===== src/rtl/core/swd_pkg.sv =====
// Shared types and constants for the swipe direction detector.
// Depends on nothing; imported by swd_classify and swipe_direction_detector.
package swd_pkg;

    // Width and reset value of the squared distance threshold register.
    localparam int unsigned THRESH_W     = 26;
    localparam logic [THRESH_W-1:0] THRESH_RESET = THRESH_W'(10000);

    // Touch event kinds carried on the operation field.
    typedef enum logic [1:0] {
        OP_BEGIN = 2'd0,
        OP_MOVE  = 2'd1,
        OP_END   = 2'd2
    } op_t;

    // Result codes; DIR_NONE marks "no direction" in state and classifier output.
    typedef enum logic [2:0] {
        EV_UP       = 3'd0,
        EV_UP_LEFT  = 3'd1,
        EV_LEFT     = 3'd2,
        EV_RIGHT    = 3'd3,
        EV_UP_RIGHT = 3'd4,
        EV_RELEASE  = 3'd5,
        EV_CLICK    = 3'd6,
        DIR_NONE    = 3'd7
    } event_t;

    // Classifier result: whether the move beat the threshold, and its direction.
    typedef struct packed {
        logic   moved;
        event_t dir;
    } swd_move_t;

    // Directions that share a group do not retrigger a release.
    function automatic logic [1:0] dir_group(input event_t d);
        logic [1:0] grp;
        unique case (d)
            EV_UP:                   grp = 2'd0;
            EV_UP_LEFT, EV_LEFT:     grp = 2'd1;
            EV_RIGHT, EV_UP_RIGHT:   grp = 2'd2;
            default:                 grp = 2'd3;
        endcase
        return grp;
    endfunction

endpackage


===== src/rtl/core/swd_classify.sv =====
// Distance test and direction sorting for one touch move against the anchor.
// Depends on swd_pkg for the threshold width and the result codes.
module swd_classify
    import swd_pkg::*;
#(
    parameter int unsigned COORD_WIDTH = 12
)
(
    input  logic [COORD_WIDTH-1:0] pos_x,
    input  logic [COORD_WIDTH-1:0] pos_y,
    input  logic [COORD_WIDTH-1:0] anchor_x,
    input  logic [COORD_WIDTH-1:0] anchor_y,
    input  logic [THRESH_W-1:0]    threshold,
    output swd_move_t              result
);

    localparam int unsigned W     = COORD_WIDTH;
    localparam int unsigned SQ_W  = 2 * W + 1;
    localparam int unsigned CMP_W = (SQ_W > THRESH_W) ? SQ_W : THRESH_W;

    logic [W:0]      dx;
    logic [W:0]      dy;
    logic [W:0]      dx_negated;
    logic [W:0]      dy_negated;
    logic [W-1:0]    ax;
    logic [W-1:0]    ay;
    logic [2*W-1:0]  dx_sq;
    logic [2*W-1:0]  dy_sq;
    logic [SQ_W-1:0] dist_sq;
    logic [W:0]      ax_e;
    logic [W:0]      ay_e;
    logic [W:0]      ax2;
    logic [W:0]      ay2;
    logic            dx_neg;
    logic            dx_pos;
    logic            dy_pos;

    // Differences are W+1 bit two's complement, so they never overflow.
    assign dx = {1'b0, pos_x} - {1'b0, anchor_x};
    assign dy = {1'b0, pos_y} - {1'b0, anchor_y};
    assign dx_negated = ~dx + 1'b1;
    assign dy_negated = ~dy + 1'b1;
    assign ax = dx[W] ? dx_negated[W-1:0] : dx[W-1:0];
    assign ay = dy[W] ? dy_negated[W-1:0] : dy[W-1:0];

    assign dx_sq   = ax * ax;
    assign dy_sq   = ay * ay;
    assign dist_sq = {1'b0, dx_sq} + {1'b0, dy_sq};

    assign dx_neg = dx[W];
    assign dx_pos = !dx[W] && (dx != '0);
    assign dy_pos = !dy[W] && (dy != '0);

    assign ax_e = {1'b0, ax};
    assign ay_e = {1'b0, ay};
    assign ax2  = {ax, 1'b0};
    assign ay2  = {ay, 1'b0};

    always_comb
    begin
        result.moved = CMP_W'(dist_sq) > CMP_W'(threshold);
        // Slope limits of one half and two, tested by cross multiplication.
        if (dy_pos && (ay_e > ax2))
        begin
            result.dir = EV_UP;
        end
        else if (dx_neg && dy_pos && (ay2 >= ax_e) && (ay_e <= ax2))
        begin
            result.dir = EV_UP_LEFT;
        end
        else if (dx_neg && (ay2 < ax_e))
        begin
            result.dir = EV_LEFT;
        end
        else if (dx_pos && (ay2 < ax_e))
        begin
            result.dir = EV_RIGHT;
        end
        else if (dx_pos && dy_pos && (ay2 >= ax_e) && (ay_e <= ax2))
        begin
            result.dir = EV_UP_RIGHT;
        end
        else
        begin
            result.dir = DIR_NONE;
        end
    end

endmodule


===== src/rtl/core/swipe_direction_detector.sv =====
// Swipe direction detector top level: input register, touch state and result buffer.
// Depends on swd_pkg and on swd_classify for the per-move distance and slope tests.
//
// Touch begin, move and end requests enter through the input channel and land in an
// input register; from there the classifier and the touch state logic settle the
// request and push its results (none, one or two) into a two-entry result buffer that
// drives the output channel. A request is accepted every cycle as long as the buffer
// has room for what the request in the input register produces, so a request that
// yields at most one result sustains one request per cycle while the output is not
// stalled, while a move that yields a release followed by a new direction is settled
// only once the buffer would be empty after the pop, and then fills both entries.
// The first result of a request is shown on the output once the request has passed
// the input register and reached the head of the result buffer. The squared distance
// threshold is written through the configuration channel, which is always ready, and
// must only be changed while no request is in flight.
module swipe_direction_detector
    import swd_pkg::*;
#(
    parameter int unsigned COORD_WIDTH = 12
)
(
    input  logic                   clk,
    input  logic                   rst_n,

    input  logic                   in_valid,
    output logic                   in_stall,
    input  logic [1:0]             operation,
    input  logic [COORD_WIDTH-1:0] pos_x,
    input  logic [COORD_WIDTH-1:0] pos_y,

    output logic                   out_valid,
    input  logic                   out_stall,
    output logic [2:0]             event_code,
    output logic                   last_of_run,

    input  logic                   cfg_valid,
    output logic                   cfg_ready,
    input  logic [THRESH_W-1:0]    cfg_data
);

    // Input register.
    logic                   in_valid_reg, in_valid_next;
    op_t                    op_reg;
    logic [COORD_WIDTH-1:0] px_reg;
    logic [COORD_WIDTH-1:0] py_reg;

    // Configuration and touch state.
    logic [THRESH_W-1:0]    thresh_reg;
    logic                   active_reg, active_next;
    logic                   held_reg, held_next;
    logic [COORD_WIDTH-1:0] anchor_x_reg, anchor_x_next;
    logic [COORD_WIDTH-1:0] anchor_y_reg, anchor_y_next;
    event_t                 last_dir_reg, last_dir_next;

    // Result buffer; entry 0 is the head shown on the output channel.
    logic [1:0]             ob_valid_reg, ob_valid_next;
    event_t                 ob_code_reg [2];
    event_t                 ob_code_next [2];
    logic [1:0]             ob_last_reg, ob_last_next;

    swd_move_t              move;
    logic                   accept;
    logic                   consume;
    logic                   pop;
    logic [1:0]             kept;
    logic [1:0]             res_count;
    event_t                 res_code0;
    event_t                 res_code1;

    swd_classify #(
        .COORD_WIDTH (COORD_WIDTH)
    ) u_classify (
        .pos_x     (px_reg),
        .pos_y     (py_reg),
        .anchor_x  (anchor_x_reg),
        .anchor_y  (anchor_y_reg),
        .threshold (thresh_reg),
        .result    (move)
    );

    assign cfg_ready = 1'b1;

    // The request in the input register is settled only when every one of its
    // results fits into the buffer after this cycle's pop.
    assign pop     = ob_valid_reg[0] && !out_stall;
    assign kept    = 2'(ob_valid_reg[0]) + 2'(ob_valid_reg[1]) - 2'(pop);
    assign consume = in_valid_reg && ((3'(kept) + 3'(res_count)) <= 3'd2);
    assign in_stall = in_valid_reg && !consume;
    assign accept  = in_valid && !in_stall;

    always_comb
    begin
        if (accept)
        begin
            in_valid_next = 1'b1;
        end
        else if (consume)
        begin
            in_valid_next = 1'b0;
        end
        else
        begin
            in_valid_next = in_valid_reg;
        end
    end

    // Touch state machine: results and next state for the request in the input register.
    always_comb
    begin
        res_count     = 2'd0;
        res_code0     = EV_RELEASE;
        res_code1     = EV_RELEASE;
        active_next   = active_reg;
        held_next     = held_reg;
        anchor_x_next = anchor_x_reg;
        anchor_y_next = anchor_y_reg;
        last_dir_next = last_dir_reg;
        unique case (op_reg)
            OP_BEGIN:
            begin
                // A second begin during a touch is ignored.
                if (!active_reg)
                begin
                    active_next   = 1'b1;
                    anchor_x_next = px_reg;
                    anchor_y_next = py_reg;
                end
            end
            OP_MOVE:
            begin
                if (active_reg && move.moved)
                begin
                    if (!held_reg)
                    begin
                        // The first swipe latches the held flag even when it points down.
                        if (move.dir != DIR_NONE)
                        begin
                            res_count     = 2'd1;
                            res_code0     = move.dir;
                            last_dir_next = move.dir;
                        end
                        held_next = 1'b1;
                    end
                    else if ((move.dir != DIR_NONE) &&
                             (dir_group(move.dir) != dir_group(last_dir_reg)))
                    begin
                        res_count     = 2'd2;
                        res_code0     = EV_RELEASE;
                        res_code1     = move.dir;
                        last_dir_next = move.dir;
                    end
                    anchor_x_next = px_reg;
                    anchor_y_next = py_reg;
                end
            end
            OP_END:
            begin
                if (active_reg)
                begin
                    active_next = 1'b0;
                    res_count   = 2'd1;
                    if (held_reg)
                    begin
                        res_code0     = EV_RELEASE;
                        last_dir_next = DIR_NONE;
                        held_next     = 1'b0;
                    end
                    else
                    begin
                        res_code0 = EV_CLICK;
                    end
                end
            end
            default:
            begin
                // The unused operation code changes nothing.
            end
        endcase
    end

    // Buffer update: shift out the popped head, then append the new results.
    always_comb
    begin
        if (pop)
        begin
            ob_valid_next   = {1'b0, ob_valid_reg[1]};
            ob_code_next[0] = ob_code_reg[1];
            ob_code_next[1] = ob_code_reg[1];
            ob_last_next    = {1'b0, ob_last_reg[1]};
        end
        else
        begin
            ob_valid_next   = ob_valid_reg;
            ob_code_next[0] = ob_code_reg[0];
            ob_code_next[1] = ob_code_reg[1];
            ob_last_next    = ob_last_reg;
        end
        if (consume)
        begin
            if (res_count == 2'd2)
            begin
                ob_valid_next   = 2'b11;
                ob_code_next[0] = res_code0;
                ob_code_next[1] = res_code1;
                ob_last_next    = 2'b10;
            end
            else if (res_count == 2'd1)
            begin
                if (kept == 2'd0)
                begin
                    ob_valid_next[0] = 1'b1;
                    ob_code_next[0]  = res_code0;
                    ob_last_next[0]  = 1'b1;
                end
                else
                begin
                    ob_valid_next[1] = 1'b1;
                    ob_code_next[1]  = res_code0;
                    ob_last_next[1]  = 1'b1;
                end
            end
        end
    end

    always_ff @(posedge clk or negedge rst_n)
    begin
        if (!rst_n)
        begin
            in_valid_reg <= 1'b0;
            thresh_reg   <= THRESH_RESET;
            active_reg   <= 1'b0;
            held_reg     <= 1'b0;
            anchor_x_reg <= '0;
            anchor_y_reg <= '0;
            last_dir_reg <= DIR_NONE;
            ob_valid_reg <= 2'b00;
        end
        else
        begin
            in_valid_reg <= in_valid_next;
            ob_valid_reg <= ob_valid_next;
            if (cfg_valid && cfg_ready)
            begin
                thresh_reg <= cfg_data;
            end
            if (consume)
            begin
                active_reg   <= active_next;
                held_reg     <= held_next;
                anchor_x_reg <= anchor_x_next;
                anchor_y_reg <= anchor_y_next;
                last_dir_reg <= last_dir_next;
            end
        end
    end

    // Payload registers carry no reset.
    always_ff @(posedge clk)
    begin
        if (accept)
        begin
            op_reg <= op_t'(operation);
            px_reg <= pos_x;
            py_reg <= pos_y;
        end
        ob_code_reg[0] <= ob_code_next[0];
        ob_code_reg[1] <= ob_code_next[1];
        ob_last_reg    <= ob_last_next;
    end

    assign out_valid   = ob_valid_reg[0];
    assign event_code  = ob_code_reg[0];
    assign last_of_run = ob_last_reg[0];

endmodule

===== config.mk =====
export PLATFORM = sky130hd
export DESIGN_NAME = swipe_direction_detector
export DESIGN_NICKNAME = d
export VERILOG_FILES = /design/src/rtl/core/swd_pkg.sv /design/src/rtl/core/swd_classify.sv /design/src/rtl/core/swipe_direction_detector.sv
export SDC_FILE = /design/constraint.sdc
export NUM_CORES = 1
export LEC_CHECK = 0
export BUFFER_PORTS_ARGS = -buffer_cell sky130_fd_sc_hd__buf_4
export CORE_UTILIZATION = 55
export CTS_CLUSTER_SIZE = 30
export DETAILED_ROUTE_END_ITERATION = 8
export PLACE_DENSITY = 0.7
export SYNTH_ARGS = -nofsm -noshare
export SYNTH_HDL_FRONTEND = slang
export SYNTH_SLANG_ARGS = --single-unit

===== constraint.sdc =====
create_clock -name clk -period 24.9 [get_ports clk]
set_clock_uncertainty 0.2 [all_clocks]
set_input_delay 2.49 -clock clk [delete_from_list [all_inputs] [get_ports clk]]
set_output_delay 2.49 -clock clk [all_outputs]
set_load 0.02 [all_outputs]

==> reports/summary.log, run 1 <==
[setup_path] capturing element type of the critical path output pin
[cts] clk root buf sky130_fd_sc_hd__clkbuf_16
[placed_design] Port Buffer Count 62
[setup_path] critical path arrival 12700 ps
[sta] unrepaired setup endpoints after global routing no
[floorplanning] count of pins on the block boundary 64
[floorplanning] Total Die Area 27300 sq um
[routing] drt first pass iters 5
[cts] maximum level of the CTS H-tree 3
[sta] final setup vio count 0
[final_layout] fraction of final layout cells with drive strength greater than 1 8.16%
[final_layout] signed area change from the synthesized netlist to the final layout 7.96%
[global_route] global-route congestion overflow total 0
[setup_path] Crit Path Max Fanout 14
[cts] CTS tree built
[final_layout] final instance count without filler cells 2026
[synth] netlist area before placement 14600 sq um
[cts] source-to-sink clock delay at the later pin of the worst-skew pair 360 ps
[sta] worst slew pin tran 1130 ps
[sta] upper clock frequency limit 65.0 MHz
[synth] Synth top area share 28.0%
[synth] Gate Count Post-Synth 1627
[synth] Post-Synthesis Mean Instance Area 9.00 sq um
[cts] Clock transition at path regs 80 ps
[final_layout] final instance area 15800 sq um
[sta] total negative setup slack 0 ps
[placed_design] routability congestion estimate 0.909
[setup_path] worst endpoint required time 22210 ps
[placed_design] placement-stage cell area 15500 sq um
[routing] DRT Wirelength 33400 um
[placed_design] DPL Wire Length 27700 um
[synth] cell with the most instances after synthesis sky130_fd_sc_hd__inv_1
[hold_path] path class of the lowest-slack min-delay path reg2reg
[final_layout] Net count, final 2133
[synth] most instantiated flip-flop cell in the synthesis netlist sky130_fd_sc_hd__dfrtp_1
[setup_path] Crit Path Class reg2out
[floorplanning] effective utilization at floorplan 56.2%
[cts] CTS Buf Count 9
[global_route] largest net degree at the start of global routing 59
[synth] largest area contributor in the netlist sky130_fd_sc_hd__fa_1
[routing] initial detailed-routing violation count 606
[synth] sequential share of the synthesized area 16.6%
[cts] number of sinks handled by clock tree synthesis 92
[sta] number of max-slew violations in the final report 0
[setup_path] Critical-path top delay cell sky130_fd_sc_hd__a2111oi_0
[sta] Max-Slew Margin vs Limit 24.9%
[cts] CTS max path bufs 2
[sta] Min Clock Period, post-route 15390 ps
[synth] count of unique library cells instantiated by Yosys 84
[floorplanning] placeable core region 26100 sq um
[synth] count of state elements after synthesis 92
[cts] CTS Hold Buffers Added 0
[synth] fraction of registers with async set or reset after synthesis 63.0%
[synth] count of yosys warnings during synthesis 0
[final_layout] count of fill cells added during filler insertion 2290
[synth] Post-Syn Nets 2074
[flow_run] reported max-cap violation count 0
[global_route] number of global-route vias before repair 11400
[routing] number of remaining DRC errors 0
[setup_path] kind of start point of the critical path flip-flop
[sta] Final Hold Violating Endpoints 0
[cts] cts repair resizes 0
[final_layout] multi-input logic area 10600 sq um
[run_status] status complete, no violations
[sta] final-layout worst hold slack 270 ps
[routing] ANT nets after route 0
[synth] leading cell types by count after synthesis 372 x sky130_fd_sc_hd__inv_1, 205 x sky130_fd_sc_hd__fa_1, 185 x sky130_fd_sc_hd__ha_1
[routing] drt wl/cell 16.5 um
[synth] largest cells by area after synthesis sky130_fd_sc_hd__fa_1 28%, sky130_fd_sc_hd__ha_1 16%, sky130_fd_sc_hd__inv_1 9.5%, sky130_fd_sc_hd__dfrtp_1 8.5%, sky130_fd_sc_hd__edfxtp_1 6.0%
[setup_path] maximum cell stage delay along the critical path 590 ps
[cts] Setup Fix Bufs, Post-CTS 0
[routing] routed via count divided by cell count 5.43
[global_route] wire length of the first global-routing pass 55500 um
[final_layout] antenna diode count 0
[routing] number of vias in the routed layout 11000
[placed_design] placed instance count 2010
[sta] final clock period utilization by the worst path 61.8%
[floorplanning] Die Ht 165 um
[final_layout] flip-flop count of the largest register, all copies and words added 26
[floorplanning] row cnt 59
[floorplanning] die width 165 um
[synth] number of enable-type register cells in the synthesized netlist 29
[final_layout] Sequential cell area 2430 sq um
[global_route] GR Util All Layers 26.5%
[global_route] initial antenna violation count 0
cell type report:
class	instances	share of cell area, %
clock inverter	7	0.436
timing repair buffer	82	3.90
clock buffer	9	1.43
inverter	377	8.96
sequential	92	15.4
tap	335	2.65
multi-input combinational	1124	67.2
worst max-delay path, delay by kind of cell (launching register included):
| family | cells | cell delay (ps) |
|---|---|---|
| buffers and inverters | 11 | 1020 |
| XOR/XNOR | 2 | 300 |
| AO/OA/AOI/OAI | 15 | 3880 |
| flip-flops | 1 | 380 |
| AND/OR/NAND/NOR | 7 | 1470 |
| adder cells (fa/ha/maj) | 13 | 5260 |
kinds of logic (layout without fill, tap and decap cells):
logic type      count (synthesis)  in the layout  share of synthesized area [%]
simple gates                  413            413                           13.2
flops                          92             92                           16.6
other cells                     1              1                         0.0256
fa+ha+maj                     390            390                           43.9
buf+inv                       411            475                           10.8
mux                             9              9                          0.650
xor+xnor                       61             61                           3.70
compound gates                250            250                           11.1
metal layers:
metal	wire length (um)	vias to the layer above	global-route usage [%]
met2	16700	297	46.2
li1	-	5295	-
met1	13700	5349	33.2
met5	0	-	0
met4	1010	0	9.01
met3	2040	64	4.20
final timing paths:
kind	from	end	slack, ps	cells past startpoint
max reg2reg	px_reg[0]	anchor_x_reg[0]	11130	50
min	ob_last_reg[1]	ob_last_reg[1]	270	1
min reg2reg	ob_last_reg[1]	ob_last_reg[1]	270	1
max in group asynchronous	rst_n	anchor_x_reg[11]	21970	1
min in group asynchronous	rst_n	anchor_y_reg[6]	2010	1
max	px_reg[0]	in_stall	9510	48
stage by stage:
step | util (%) | worst slack [ps]
after floorplan | - | 11050
after global placement | 59.5 | 10190
after detailed placement | 59.5 | 9940
after CTS | 60.6 | 9520
after global routing | 60.6 | 8450
final | 60.6 | 9510
placed cells by master (no fill, tap or decap), types with 7 or more instances in the layout:
| cell | netlist | layout |
|---|---|---|
| sky130_fd_sc_hd__a21o_1 | 16 | 16 |
| sky130_fd_sc_hd__nor3_1 | 11 | 11 |
| sky130_fd_sc_hd__nor2_1 | 136 | 136 |
| sky130_fd_sc_hd__o21a_1 | 8 | 8 |
| sky130_fd_sc_hd__nand3_1 | 18 | 18 |
| sky130_fd_sc_hd__fa_1 | 205 | 205 |
| sky130_fd_sc_hd__nand2_1 | 128 | 128 |
| sky130_fd_sc_hd__edfxtp_1 | 29 | 29 |
| sky130_fd_sc_hd__nand2b_1 | 21 | 21 |
| sky130_fd_sc_hd__buf_4 | 4 | 82 |
| sky130_fd_sc_hd__nand4_1 | 11 | 11 |
| sky130_fd_sc_hd__a31oi_1 | 11 | 11 |
| sky130_fd_sc_hd__or3_1 | 8 | 8 |
| sky130_fd_sc_hd__nor2b_1 | 13 | 12 |
| sky130_fd_sc_hd__dfstp_2 | 8 | 8 |
| sky130_fd_sc_hd__inv_1 | 372 | 372 |
| sky130_fd_sc_hd__xor2_1 | 26 | 26 |
| sky130_fd_sc_hd__and3_1 | 15 | 15 |
| sky130_fd_sc_hd__o21ai_0 | 80 | 80 |
| sky130_fd_sc_hd__ha_1 | 185 | 185 |
| sky130_fd_sc_hd__clkbuf_16 | 0 | 9 |
| sky130_fd_sc_hd__a211oi_1 | 8 | 8 |
| sky130_fd_sc_hd__a21oi_1 | 58 | 58 |
| sky130_fd_sc_hd__and2_1 | 16 | 16 |
| sky130_fd_sc_hd__dfrtp_1 | 50 | 50 |
| sky130_fd_sc_hd__or2_2 | 11 | 11 |
| sky130_fd_sc_hd__o2111ai_1 | 7 | 7 |
| sky130_fd_sc_hd__xnor2_1 | 34 | 34 |
Power of run 1 is left out: the tool's default activity adds up to more than one toggle a clock period on the data nets, which glitch-free logic cannot reach.
==> inputs of run 2 (changes only) <==
--- a/config.mk
+++ b/config.mk
@@ -5,6 +5,7 @@
 export SDC_FILE = /design/constraint.sdc
 export NUM_CORES = 1
 export LEC_CHECK = 0
+export ABC_AREA = 1
 export BUFFER_PORTS_ARGS = -buffer_cell sky130_fd_sc_hd__buf_4
 export CORE_UTILIZATION = 55
 export CTS_CLUSTER_SIZE = 30
==> constraint.sdc (replaced) <==
create_clock -name clk -period 14.3 [get_ports clk]
set_clock_uncertainty 0.2 [all_clocks]
set_input_delay 1.43 -clock clk [delete_from_list [all_inputs] [get_ports clk]]
set_output_delay 1.43 -clock clk [all_outputs]
set_load 0.02 [all_outputs]
==> reports/summary.log, run 2 <==
[synth] Post-Synthesis Mean Instance Area 8.14 sq um [-9.5%]
[placed_design] DPL Wire Length 28100 um [+1.5%]
[final_layout] highest-count cells in the layout ignoring fill and taps 471 x sky130_fd_sc_hd__inv_1, 288 x sky130_fd_sc_hd__nand2_1, 205 x sky130_fd_sc_hd__fa_1
[sta] total negative setup slack 0 ps [unchanged]
[cts] CTS Hold Buffers Added 0 [unchanged]
[routing] DRT Wirelength 33000 um [-1.0%]
[synth] largest cells by area after synthesis sky130_fd_sc_hd__fa_1 28%, sky130_fd_sc_hd__ha_1 16%, sky130_fd_sc_hd__inv_1 12%, sky130_fd_sc_hd__dfrtp_1 8.4%, sky130_fd_sc_hd__nand2_1 7.3%
[hold_path] path class of the lowest-slack min-delay path reg2reg
[sta] final setup vio count 0 [unchanged]
[cts] clk root buf sky130_fd_sc_hd__clkbuf_16
[placed_design] placed instance count 2202 [+9.6%]
[routing] drt wl/cell 14.9 um [-9.6%]
[global_route] GR Util All Layers 25.7% [-0.76 points]
[cts] CTS tree built
[cts] number of sinks handled by clock tree synthesis 92 [unchanged]
[routing] met2 WL post-DR 15200 um [-8.5%]
[run_status] status finished, violations left
[setup_path] critical path buffer and inverter count 6 [-5]
[setup_path] Critical-path top delay cell sky130_fd_sc_hd__xnor2_1
[sta] Final Hold Violating Endpoints 0 [unchanged]
[global_route] initial antenna violation count 0 [unchanged]
[setup_path] crit-path most repeated cell sky130_fd_sc_hd__fa_1
[routing] number of vias in the routed layout 11400 [+3.5%]
[setup_path] maximum cell stage delay along the critical path 750 ps [+160 ps]
[cts] CTS Buf Count 9 [unchanged]
[routing] routed metal-1 wire length 15200 um [+11%]
[synth] fraction of registers with async set or reset after synthesis 63.0% [unchanged]
[final_layout] count of fill cells added during filler insertion 2377 [+3.8%]
[floorplanning] count of pins on the block boundary 64 [unchanged]
[hold_path] launch instance of the worst min-delay path ob_last_reg[1]
[synth] synthesized-area fraction occupied by xor and xnor cells 2.28% [-1.4 points]
[routing] initial detailed-routing violation count 458 [-24%]
[synth] sequential share of the synthesized area 16.3% [-0.29 points]
[global_route] number of global-route vias before repair 11900 [+4.2%]
[setup_path] kind of start point of the critical path flip-flop
[final_layout] fraction of final layout cells with drive strength greater than 1 8.82% [+0.65 points]
[synth] Gate Count Post-Synth 1830 [+12%]
[sta] final clock period utilization by the worst path 94.3%
[cts] CTS max path bufs 2 [unchanged]
[floorplanning] die width 167 um [+0.89%]
[global_route] global-route congestion overflow total 0 [unchanged]
[sta] worst slew pin tran 1150 ps [+28.3 ps]
[setup_path] Crit Path Max Fanout 17 [+3]
[setup_path] Worst R2R Start px_reg[0]
[synth] largest area contributor in the netlist sky130_fd_sc_hd__fa_1
[cts] Setup Fix Bufs, Post-CTS 0 [unchanged]
[setup_path] Crit Path Class reg2out
[global_route] largest net degree at the start of global routing 59 [unchanged]
[sta] number of max-slew violations in the final report 0 [unchanged]
[final_layout] Sequential cell area 2430 sq um [unchanged]
[floorplanning] effective utilization at floorplan 56.7% [+0.53 points]
[final_layout] most frequent standard cell in the layout excluding fill and tap cells sky130_fd_sc_hd__inv_1
[synth] portion of netlist area occupied by mux cells 0.210% [-0.44 points]
[final_layout] multi-input logic area 10600 sq um [-0.65%]
[sta] Max-Slew Margin vs Limit 23.0% [-1.9 points]
[floorplanning] Die Ht 167 um [+0.89%]
[synth] count of unique library cells instantiated by Yosys 59 [-30%]
[floorplanning] placeable core region 26300 sq um [+0.85%]
[sta] Min Clock Period, post-route 13490 ps
[routing] ANT nets after route 0 [unchanged]
[synth] netlist area before placement 14900 sq um [+1.8%]
[flow_run] reported max-cap violation count 0 [unchanged]
[setup_path] capturing element type of the critical path output pin
[setup_path] critical path arrival 11860 ps [-840 ps]
[synth] Synth top area share 27.5% [-0.50 points]
[run_status] violated checks DRC
[sta] unrepaired setup endpoints after global routing no
[routing] number of remaining DRC errors 2 [+2]
[synth] Post-Syn Nets 2277 [+9.8%]
[synth] count of state elements after synthesis 92 [unchanged]
[final_layout] Net count, final 2325 [+9.0%]
[global_route] wire length of the first global-routing pass 56800 um [+2.4%]
[synth] most instantiated flip-flop cell in the synthesis netlist sky130_fd_sc_hd__dfrtp_1
[final_layout] signed area change from the synthesized netlist to the final layout 7.79%
[floorplanning] row cnt 59 [unchanged]
[synth] number of enable-type register cells in the synthesized netlist 29 [unchanged]
[cts] cts repair resizes 0 [unchanged]
[setup_path] worst endpoint required time 12670 ps [-9540 ps]
[cts] maximum level of the CTS H-tree 3 [unchanged]
[floorplanning] Total Die Area 27800 sq um [+1.8%]
[final_layout] antenna diode count 0 [unchanged]
[placed_design] routability congestion estimate 0.901 [-0.90%]
[final_layout] final instance count without filler cells 2218 [+9.5%]
[cts] Clock transition at path regs 70 ps [about the same]
[routing] drt first pass iters 7 [+2]
[cts] source-to-sink clock delay at the later pin of the worst-skew pair 360 ps [about the same]
[setup_path] critical path launch point px_reg[0]
[synth] main combinational cell family by area after synthesis adder cells
[synth] count of yosys warnings during synthesis 0 [unchanged]
[sta] upper clock frequency limit 74.2 MHz
[synth] synthesized-area fraction occupied by and/or/nand/nor cells 18.0% [+4.8 points]
[synth] post-synthesis share of cell area spent on full adders, half adders and majority gates 43.1% [-0.78 points]
[routing] met3 wire len 1790 um [-12%]
[final_layout] flip-flop count of the largest register, all copies and words added 26 [unchanged]
[synth] cell with the most instances after synthesis sky130_fd_sc_hd__inv_1
[placed_design] Port Buffer Count 62 [unchanged]
[setup_path] largest delay contributor family on the critical path adder cells
[synth] share of the synthesized area in compound gates (AO/OA/AOI/OAI) 6.82% [-4.3 points]
[routing] top routing layer in use met4
[synth] leading cell types by count after synthesis 471 x sky130_fd_sc_hd__inv_1, 290 x sky130_fd_sc_hd__nand2_1, 205 x sky130_fd_sc_hd__fa_1
[routing] routed via count divided by cell count 5.14 [-5.4%]
==> run 2: cell type report <==
type,count,share of cell area (%)
Timing Repair Buffer,69,3.23
Sequential cell,92,15.1
Clock inverter,5,0.257
Tap cell,335,2.61
Clock buffer,11,1.64
Inverter,485,11.4
Multi-Input combinational cell,1221,65.7
==> run 2: metal layers <==
metal	up-vias	global-route usage [%]
met3	44	4.37
met4	0	7.89
met1	5395	35.0
met5	-	0
met2	299	42.1
li1	5654	-
==> run 2: path summary, 6_finish.rpt <==
kind	to	slack, ps	cells after the start
max	in_stall	810	46
min	ob_last_reg[1]	260	2
max reg2reg	anchor_x_reg[8]	1390	49
min reg2reg	ob_last_reg[1]	260	2
max in group asynchronous	thresh_reg[20]	12420	1
min in group asynchronous	anchor_y_reg[6]	910	1
==> run 2: stage by stage <==
| step | setup WS [ps] | instance area, sq um | util (%) | hold slack, ps |
|---|---|---|---|---|
| 2_1_floorplan | 2440 | 14900 | - | 227 |
| 3_3_place_gp | 980 | 15700 | 59.8 | 241 |
| 3_5_place_dp | 779 | 15700 | 59.8 | 245 |
| 4_1_cts | 333 | 16000 | 60.9 | 258 |
| 5_1_grt | 0.0231 | 16100 | 61.1 | 305 |
| 6_report | 814 | 16100 | 61.1 | 258 |
==> run 2: logic make-up (layout without fill, tap and decap cells) <==
kind of cell | Yosys count | in the layout
AND/OR/NAND/NOR | 610 | 610
buffers and inverters | 517 | 570
adder cells (fa/ha/maj) | 390 | 390
AO/OA/AOI/OAI | 179 | 179
flip-flops | 92 | 92
XOR/XNOR | 38 | 38
multiplexers | 3 | 3
other | 1 | 1
==> run 2: worst min-delay path: stages (launching register included) <==
cell and delay, ps:
sky130_fd_sc_hd__dfxtp_1 310, sky130_fd_sc_hd__nand2_1 60, sky130_fd_sc_hd__nand2_1 50
Power of run 2 is left out for the same reason.
